--- src/rtl/tts_pkg.sv ---
// ============================================================================
// tts_pkg
// Shared types and constants for the tick task scheduler: beat payloads,
// action codes and the command/status bundles between controller and datapath.
// ============================================================================
package tts_pkg;

   localparam int SLOTS     = 4;
   localparam int SLOT_BITS = 2;
   localparam int TIME_BITS = 32;
   localparam int TAG_BITS  = 8;
   localparam int PEND_BITS = 8;

   localparam logic [PEND_BITS-1:0] PEND_MAX = 8'hFF;

   localparam logic [1:0] ACT_TICK     = 2'd0;
   localparam logic [1:0] ACT_ADD      = 2'd1;
   localparam logic [1:0] ACT_DELETE   = 2'd2;
   localparam logic [1:0] ACT_DISPATCH = 2'd3;

   typedef struct packed {
      logic [1:0]           action;
      logic [TAG_BITS-1:0]  task_tag;
      logic [TIME_BITS-1:0] start_delay;
      logic [TIME_BITS-1:0] repeat_period;
      logic [SLOT_BITS-1:0] target_slot;
   } req_type;

   typedef struct packed {
      logic [SLOT_BITS-1:0] result_slot;
      logic [TAG_BITS-1:0]  result_tag;
      logic                 result_valid;
      logic                 result_last;
   } rsp_type;

   // controller -> datapath
   typedef struct packed {
      logic                 tick;
      logic                 add;
      logic                 del;
      logic                 disp;
      logic [SLOT_BITS-1:0] slot;
   } cmd_type;

   // datapath -> controller
   typedef struct packed {
      logic                 free_ok;
      logic [SLOT_BITS-1:0] free_slot;
      logic [SLOTS-1:0]     due_mask;
      logic [TAG_BITS-1:0]  sel_tag;
   } stat_type;

endpackage

--- src/rtl/tts_datapath.sv ---
// ============================================================================
// tts_datapath
// Slot table: used bits, tags, delay counters, periods and pending-run counts.
// ============================================================================
module tts_datapath (
   input  logic                          clock,
   input  logic                          reset,
   input  tts_pkg::cmd_type              cmd,
   input  logic [tts_pkg::TAG_BITS-1:0]  add_tag,
   input  logic [tts_pkg::TIME_BITS-1:0] add_delay,
   input  logic [tts_pkg::TIME_BITS-1:0] add_period,
   output tts_pkg::stat_type             stat
);

   logic [tts_pkg::SLOTS-1:0]     used_ff, used_in;
   logic [tts_pkg::TAG_BITS-1:0]  tag_ff    [tts_pkg::SLOTS];
   logic [tts_pkg::TAG_BITS-1:0]  tag_in    [tts_pkg::SLOTS];
   logic [tts_pkg::TIME_BITS-1:0] delay_ff  [tts_pkg::SLOTS];
   logic [tts_pkg::TIME_BITS-1:0] delay_in  [tts_pkg::SLOTS];
   logic [tts_pkg::TIME_BITS-1:0] period_ff [tts_pkg::SLOTS];
   logic [tts_pkg::TIME_BITS-1:0] period_in [tts_pkg::SLOTS];
   logic [tts_pkg::PEND_BITS-1:0] pend_ff   [tts_pkg::SLOTS];
   logic [tts_pkg::PEND_BITS-1:0] pend_in   [tts_pkg::SLOTS];

   // per-slot next state; commands are mutually exclusive
   always_comb begin
      for (int i = 0; i < tts_pkg::SLOTS; i++) begin
         logic hit;
         hit          = (cmd.slot == tts_pkg::SLOT_BITS'(i));
         used_in[i]   = used_ff[i];
         tag_in[i]    = tag_ff[i];
         delay_in[i]  = delay_ff[i];
         period_in[i] = period_ff[i];
         pend_in[i]   = pend_ff[i];
         if (cmd.tick && used_ff[i]) begin
            if (delay_ff[i] == '0) begin
               if (pend_ff[i] != tts_pkg::PEND_MAX)
                  pend_in[i] = pend_ff[i] + 1'b1;
               if (period_ff[i] != '0)
                  delay_in[i] = period_ff[i] - 1'b1;
            end else begin
               delay_in[i] = delay_ff[i] - 1'b1;
            end
         end else if (cmd.add && hit) begin
            used_in[i]   = 1'b1;
            tag_in[i]    = add_tag;
            delay_in[i]  = add_delay;
            period_in[i] = add_period;
            pend_in[i]   = '0;
         end else if (cmd.del && hit) begin
            used_in[i]   = 1'b0;
            pend_in[i]   = '0;
         end else if (cmd.disp && hit) begin
            pend_in[i] = pend_ff[i] - 1'b1;
            // one-shot task leaves the table once run
            if (period_ff[i] == '0)
               used_in[i] = 1'b0;
         end
      end
   end

   always_ff @(posedge clock) begin
      if (reset) begin
         used_ff <= '0;
      end else begin
         used_ff <= used_in;
      end
      for (int i = 0; i < tts_pkg::SLOTS; i++) begin
         tag_ff[i]    <= tag_in[i];
         delay_ff[i]  <= delay_in[i];
         period_ff[i] <= period_in[i];
         pend_ff[i]   <= pend_in[i];
      end
   end

   // status: lowest free slot, due slots, tag of addressed slot
   always_comb begin
      stat.free_ok   = ~&used_ff;
      stat.free_slot = '0;
      for (int i = tts_pkg::SLOTS - 1; i >= 0; i--) begin
         if (!used_ff[i])
            stat.free_slot = tts_pkg::SLOT_BITS'(i);
      end
      for (int i = 0; i < tts_pkg::SLOTS; i++)
         stat.due_mask[i] = used_ff[i] && (pend_ff[i] != '0);
      stat.sel_tag = tag_ff[cmd.slot];
   end

endmodule

--- src/rtl/tts_ctrl.sv ---
// ============================================================================
// tts_ctrl
// Action decode, dispatch scan sequencer and result register.
// ============================================================================
module tts_ctrl (
   input  logic                         clock,
   input  logic                         reset,
   input  logic                         req_valid,
   input  logic [1:0]                   req_action,
   input  logic [tts_pkg::TAG_BITS-1:0] req_tag,
   input  logic [tts_pkg::SLOT_BITS-1:0] req_target,
   output logic                         req_stall,
   output logic                         rsp_valid,
   output tts_pkg::rsp_type             rsp_data,
   input  logic                         rsp_stall,
   output tts_pkg::cmd_type             cmd,
   input  tts_pkg::stat_type            stat
);

   typedef enum logic {IDLE, SCAN} state_type;

   state_type                 state_ff, state_in;
   logic [tts_pkg::SLOTS-1:0] left_ff, left_in;
   logic                      rsp_valid_ff, rsp_valid_in;
   tts_pkg::rsp_type          rsp_data_ff, rsp_data_in;

   logic                          out_free;
   logic                          accept;
   logic [tts_pkg::SLOT_BITS-1:0] pick;
   logic [tts_pkg::SLOTS-1:0]     pick_oh;
   logic [tts_pkg::SLOTS-1:0]     left_rest;

   assign out_free  = !rsp_valid_ff || !rsp_stall;
   assign req_stall = (state_ff != IDLE) || !out_free;
   assign accept    = req_valid && !req_stall;
   assign rsp_valid = rsp_valid_ff;
   assign rsp_data  = rsp_data_ff;

   // lowest remaining due slot
   always_comb begin
      pick = '0;
      for (int i = tts_pkg::SLOTS - 1; i >= 0; i--) begin
         if (left_ff[i])
            pick = tts_pkg::SLOT_BITS'(i);
      end
      pick_oh   = tts_pkg::SLOTS'(1) << pick;
      left_rest = left_ff & ~pick_oh;
   end

   always_comb begin
      state_in     = state_ff;
      left_in      = left_ff;
      rsp_valid_in = rsp_valid_ff && rsp_stall;
      rsp_data_in  = rsp_data_ff;
      cmd          = '0;
      unique case (state_ff)
         IDLE: begin
            if (accept) begin
               unique case (req_action)
                  tts_pkg::ACT_TICK: begin
                     cmd.tick = 1'b1;
                  end
                  tts_pkg::ACT_ADD: begin
                     cmd.add      = stat.free_ok;
                     cmd.slot     = stat.free_slot;
                     rsp_valid_in = 1'b1;
                     rsp_data_in.result_slot  = stat.free_ok ? stat.free_slot : '0;
                     rsp_data_in.result_tag   = stat.free_ok ? req_tag : '0;
                     rsp_data_in.result_valid = stat.free_ok;
                     rsp_data_in.result_last  = 1'b1;
                  end
                  tts_pkg::ACT_DELETE: begin
                     cmd.del  = 1'b1;
                     cmd.slot = req_target;
                  end
                  tts_pkg::ACT_DISPATCH: begin
                     if (stat.due_mask == '0) begin
                        rsp_valid_in = 1'b1;
                        rsp_data_in  = '{result_slot: '0, result_tag: '0,
                                         result_valid: 1'b0, result_last: 1'b1};
                     end else begin
                        left_in  = stat.due_mask;
                        state_in = SCAN;
                     end
                  end
                  default: ;
               endcase
            end
         end
         SCAN: begin
            if (out_free) begin
               cmd.disp     = 1'b1;
               cmd.slot     = pick;
               rsp_valid_in = 1'b1;
               rsp_data_in  = '{result_slot: pick, result_tag: stat.sel_tag,
                                result_valid: 1'b1, result_last: (left_rest == '0)};
               left_in      = left_rest;
               if (left_rest == '0)
                  state_in = IDLE;
            end
         end
         default: state_in = IDLE;
      endcase
   end

   always_ff @(posedge clock) begin
      if (reset) begin
         state_ff     <= IDLE;
         left_ff      <= '0;
         rsp_valid_ff <= 1'b0;
      end else begin
         state_ff     <= state_in;
         left_ff      <= left_in;
         rsp_valid_ff <= rsp_valid_in;
      end
      rsp_data_ff <= rsp_data_in;
   end

endmodule

--- src/rtl/tick_task_scheduler.sv ---
// ============================================================================
// tick_task_scheduler
// Cooperative time-triggered scheduler over a four-slot task table.
//
// Usage:
//  - req_* carries one action per beat: tick, add task, delete slot, or
//    dispatch. A beat is taken when req_valid is high and req_stall is low.
//  - rsp_* returns results. Tick and delete give none; add gives one beat
//    (slot taken, or result_valid low when the table is full); dispatch gives
//    one beat per due slot in slot order, or a single "none due" beat.
//    result_last marks the final beat of each action.
//  - The result of add or an empty dispatch is registered when the beat is
//    accepted. A dispatch with due slots first moves to the scan state, then
//    emits one beat per cycle while the output register is free to take it.
//  - The table update for a tick covers all slots in parallel.
//  - Reset (synchronous, active high) frees every slot and clears the
//    output valid flag; slot payloads are rewritten by the next add.
//  - When rsp_stall holds the output register full, req_stall rises and the
//    dispatch scan pauses; no beat is lost or repeated.
// ============================================================================
module tick_task_scheduler (
   input  logic             clock,
   input  logic             reset,
   input  logic             req_valid,
   output logic             req_stall,
   input  tts_pkg::req_type req_data,
   output logic             rsp_valid,
   input  logic             rsp_stall,
   output tts_pkg::rsp_type rsp_data
);

   tts_pkg::cmd_type  cmd;
   tts_pkg::stat_type stat;

   // sequencer and result register
   tts_ctrl u_ctrl (
      .clock      (clock),
      .reset      (reset),
      .req_valid  (req_valid),
      .req_action (req_data.action),
      .req_tag    (req_data.task_tag),
      .req_target (req_data.target_slot),
      .req_stall  (req_stall),
      .rsp_valid  (rsp_valid),
      .rsp_data   (rsp_data),
      .rsp_stall  (rsp_stall),
      .cmd        (cmd),
      .stat       (stat)
   );

   // slot table
   tts_datapath u_datapath (
      .clock      (clock),
      .reset      (reset),
      .cmd        (cmd),
      .add_tag    (req_data.task_tag),
      .add_delay  (req_data.start_delay),
      .add_period (req_data.repeat_period),
      .stat       (stat)
   );

endmodule
--- config.mk ---
export PLATFORM = sky130hd
export DESIGN_NAME = tick_task_scheduler
export DESIGN_NICKNAME = d
export VERILOG_FILES = /design/src/rtl/tts_pkg.sv /design/src/rtl/tts_datapath.sv /design/src/rtl/tts_ctrl.sv /design/src/rtl/tick_task_scheduler.sv
export SDC_FILE = /design/constraint.sdc
export NUM_CORES = 1
export LEC_CHECK = 0
export BUFFER_PORTS_ARGS = -buffer_cell sky130_fd_sc_hd__buf_4
export CORE_MARGIN = 2
export CORE_UTILIZATION = 25
export DETAILED_ROUTE_END_ITERATION = 8
export HOLD_SLACK_MARGIN = 0.15
export SLEW_MARGIN = 25
export SYNTH_ARGS = -nofsm -noshare
export SYNTH_HDL_FRONTEND = slang
export SYNTH_HIERARCHICAL = 1
export SYNTH_SLANG_ARGS = --single-unit
--- constraint.sdc ---
create_clock -name clock -period 4.03 [get_ports clock]
set_input_delay 0.2015 -clock clock [delete_from_list [all_inputs] [get_ports clock]]
set_output_delay 0.2015 -clock clock [all_outputs]
set_load 0.01 [all_outputs]
---- Word level (Yosys, flattened, before mapping) ----
Memory sizes are Yosys's and may differ from the RTL's.
Index checks and enable logic that the tools add are counted.
Widths: inputs -> output; s select.
storage, ports and cells
  memories kept ........................... 4
  output and inout bits ................... 14
  logic and storage cells ................. 256
  bits in writable memories ............... 320
  register bits ........................... 22
  input port bits ......................... 80
memory list
  memory                depth  width  read ports  clocked after Yosys merged registers in  wr ports  RTL line            source
  u_datapath.delay_ff   4      32     4           0                                        4         tts_datapath.sv:18  logic [tts_pkg::TIME_BITS-1:0] delay_ff [tts_pkg::SLOTS];
  u_datapath.period_ff  4      32     4           0                                        4         tts_datapath.sv:20  logic [tts_pkg::TIME_BITS-1:0] period_ff [tts_pkg::SLOTS];
  u_datapath.pend_ff    4      8      4           0                                        4         tts_datapath.sv:22  logic [tts_pkg::PEND_BITS-1:0] pend_ff [tts_pkg::SLOTS];
  u_datapath.tag_ff     4      8      1           0                                        1         tts_datapath.sv:16  logic [tts_pkg::TAG_BITS-1:0] tag_ff [tts_pkg::SLOTS];
cells by class
  shift-type cells ........................ 1
  eq/ne operators ......................... 24
  reductions and logical operators ........ 71
  multiplexer cells ....................... 122
  add/sub/neg operators ................... 16
  bitwise operators ....................... 7
operators with widths
  operator               number
  $mux 32                24
  $mux 8                 36
  $logic_not 32->1       8
  $sub 32x1->32 const B  8
  $reduce_bool 32->1     4
  $pmux 12 s2            2
  $mux 12                3
  $add 8x1->8 const B    4
  $ne 8x8->1 const B     4
  $reduce_bool 8->1      4
  $sub 8x1->8 const B    4
  $mux 1                 31
  $mux 2                 13
  $reduce_bool 3->1      8
  $reduce_or 8->1        3
  $logic_and 1x1->1      22
  $mux 4                 4
  $ne 2x2->1 const B     7
  $reduce_and 3->1       4
  $reduce_and 4->1       3
  $mux 3                 3
  $eq 2x2->1 const B     4
  $logic_not 4->1        2
  $pmux 2 s2             2
  other kinds (15)       34

---- Longest topological paths before layout ----
  word-level depth ........................ 16
  gate-level depth with buffers ........... 16
  gate-level depth less buffers ........... 12

---- Modules after synthesis ----
Netlist, hierarchy kept.
by module, submodules not included
  module        cells each  sequential area each (um^2)  area an instance (um^2)  times used
  tts_datapath  1837        9689.3                       18484.0                  1
  tts_ctrl      93          480.5                        1034.7                   1

---- Worst setup path before layout ----
No wires, ideal clock.
  path kind ............................... flip-flop to flip-flop
  start point ............................. mem u_datapath/delay_ff[0][4] (netlist name)
  end point ............................... mem u_datapath/delay_ff[0][30] (netlist name), data pin
  path buffers ............................ 4
  data arrival time ....................... 3823 ps
  clock period less this slack ............ 4091 ps
  library setup time ...................... 268 ps
  required time ........................... 3762 ps
  path slack .............................. -61 ps
  stages on the path, launching flop included .. 17
  cells stage by stage .................... edfxtp_1 -> or3_1 -> clkbuf_1 -> nor3_1 -> and3_1 -> clkbuf_1 -> clkbuf_1 -> buf_2 -> a21oi_1 -> ha_1 -> or3b_1 -> nor4_1 -> and3_1 -> o21ai_0 -> a2111oi_0 -> and4_1 -> o31ai_1
RTL lines
  what                RTL line
  start: declaration  tts_datapath.sv:18

==> metrics.txt <==
postcts setup bufs 0; final net count ~2200; Max stage delay cell, worst path or4_1; crit-path cells or4_1 > nor4_2 > and3_1 > a21oi_1 > ha_1 > or3b_1 > nor4_2 > and4b_1 > o21ai_0 > a2111oi_0 > o32a_1; Synth Register Bits 342; Rows around 100; Arr. time, crit path approximately 4 ns; Startpoint Class register; crit-path most repeated cell nor4_2; Pre-antenna DRT Iters 6; syn_nets 2030; fraction of registers with async set/reset 0%; Post-synth EDFFs 332; root buffer cell clkbuf_16; initial antenna violation count 6; distinct cell type count after synthesis 89; Main synth FF type edfxtp_1; area grow syn2layout 21.8%; internal power around 6300 µW; status completed; GRT Residual Overflow 0; Max-Cap Viols 0; final setup fails 0; die height about 280 µm; Critical Path RT roughly 4.4 ns; dpl hpwl 47000 µm; CP Max Fanout 6; vias per inst around 5.3; Max Clk Rate between 0.2 and 0.3 GHz; pre-CTS WS roughly 0.01 ns; most common cell after layout, fill and taps aside edfxtp_1; Setup Skew roughly 0.024 ns; post-route ant nets 0; commonest cells after routing, fill and taps aside 332 x edfxtp_1, 195 x nand2_1, 173 x a21oi_1, 173 x nor2_1, 155 x o21ai_0; total CTS buffers 38; setup TNS 0 ns; full die area around 80000 µm²; starting density of the core approximately 25%; CTS H-tree depth 2; pin count of the biggest net entering global routing between 60 and 70; Post-Syn Instances 1930; DRT iter0 DRCs 2034; hold crit path type input port to register; Final Worst Setup Slack 0.230 ns; Netlist Area Pre-Place about 20000 µm²; die width between 200 and 300 µm; Worst Max-Slew Pin Slew 0.862 ns; Slew headroom a little over two fifths; IO buf count between 90 and 100; leakage between 0.007 and 0.008 µW; clock share of power 45.3%; Core ar. 77300 µm²; crit path capture type register; Vias approximately 17000; synthesized area per cell approximately 10 µm²; YS warnings 6; layout cells sized above 1 a little over an eighth; Max IR drop VDD ~0.00026 V; CP delay by family, top simple AND/OR/NAND/NOR gates; WL final approximately 66000 µm; Crit Path Class register to register; first-pass GRT wire length 98900 µm; CTS tree yes; Slew Viols, Final 0; Buf+Inv Stages, Crit Path 0; gr usage total roughly 16%; sequential fraction of design power just under 50%; Crit path largest cell delay around 0.64 ns; antenna cells 0; combinational power share between 5 and 6%; Worst-path clk slew about 0.070 ns; latest clock arrival within the worst-skew pair around 0.57 ns; Sw Share about 22%; vias in the first global route between 15000 and 20000; Placer Congestion between 0.9 and 1; minimum hold slack around 0.25 ns; WL/cell between 20 and 25 µm; post-layout min period between 3 and 4 ns; CTS Sinks between 300 and 400; clock buffer depth 3; I/O pin count 94; fin crit share a little over nine tenths; Sw Pwr 1820 µW; power per cell area ~340 nW/µm²; register area share after synthesis between 50% and 60%; RSZ-0062 raised after global routing false; Hold Violations, Final 0; drt drc 0
-- path summary, 6_finish.rpt --
kind                                            startpoint                         end  slack [ns]  cells past startpoint
worst max-delay path            u_datapath/delay_ff[0][25]  u_datapath/delay_ff[0][18]        0.23                     11
worst min-delay path                          req_data[74]            u_ctrl/rsp_valid        0.25                      4
worst max register to register  u_datapath/delay_ff[0][25]  u_datapath/delay_ff[0][18]        0.23                     11
worst min register to register       u_datapath/used_ff[3]       u_datapath/used_ff[3]        0.57                      2
-- routing by layer --
layer  GRT usage (%)  share of wire, %  vias to the layer above
met2            25.4                46                      781
met3            2.81               8.5                      128
li1                -                 -                     7872
met5               0                 0                        -
met4            4.59               2.5                        0
met1            21.8                43                     8251
-- registers in the layout, indices dropped and copies added (netlist names) --
register / cells
u_datapath/pend_ff: 32
u_datapath/tag_ff: 32
u_ctrl/rsp_data: 12
u_datapath/used_ff: 4
u_ctrl/rsp_valid: 1
u_ctrl/state_ff: 1
u_ctrl/left_ff: 4
u_datapath/period_ff: 128
u_datapath/delay_ff: 128
-- layout make-up --
type | count | area [µm²]
Timing Repair Buffer | 233 | 1980
Inverter | 36 | 135
Tap cell | 1040 | 1300
Clock inverter | 21 | 235
Multi-Input combinational cell | 1467 | 8920
Sequential cell | 342 | 10200
Fill cell | 8046 | 53600
Clock buffer | 47 | 1050
-- power groups by stage --
stage	Clock, µW	Sequential [µW]	Combinational [µW]
global route	3890	3990	501
finish	3680	3990	463
CTS	3740	3990	463
global placement	0	4070	396
detailed placement	0	4060	397
floorplan	0	4050	171
-- through the flow --
| stage | instance area (µm²) | utilization [%] | cells | power (µW) |
|---|---|---|---|---|
| floorplan | 19500 | - | 1930 | 4230 |
| global placement | 21700 | 28.1 | 3042 | 4460 |
| detailed placement | 21700 | 28.1 | 3042 | 4460 |
| CTS | 23800 | 30.7 | 3186 | 8200 |
| global route | 23800 | 30.8 | 3186 | 8390 |
| finish | 23800 | 30.8 | 3186 | 8140 |
-- cell usage after synthesis, drive strengths merged, types with 20 or more instances --
library cell	n	share of area (%)
nor2	175	3.4
clkbuf	65	1.2
nor3	75	1.9
xnor2	48	2.2
inv	35	0.67
ha	20	1.3
or2	22	0.71
xor2	40	1.8
nand2	197	3.8
or3	38	1.2
buf	20	0.53
nor4	55	1.8
edfxtp	332	51
or4	41	1.7
a31oi	44	1.5
nand3	48	1.2
a21oi	174	4.5
o21ai	161	4.1
-- kinds of logic (layout without fill, tap and decap cells) --
family                   count (synthesis)  after routing  share of synthesized area [%]
AO/OA/AOI/OAI                          586            586                           19.0
multiplexers                            28             28                           2.15
flip-flops                             342            342                           52.1
adder cells (fa/ha/maj)                 21             21                           1.33
buffers and inverters                  121            337                           2.47
AND/OR/NAND/NOR                        744            744                           19.0
XOR/XNOR                                88             88                           3.95
-- worst min-delay path, cell delays in order --
cell and delay (ns):
buf_4 0.09, ha_1 0.25, a211oi_1 0.07, nor3_1 0.15
-- repair_timing --
action,CTS,global route
endpoints found under the setup margin,1,3
cloned,0,0
pin swaps,0,1
gates resized for setup,1,1
hold buffers,76,0
hold endpoints to repair,306,0
(Power assumes the default switching activity.)
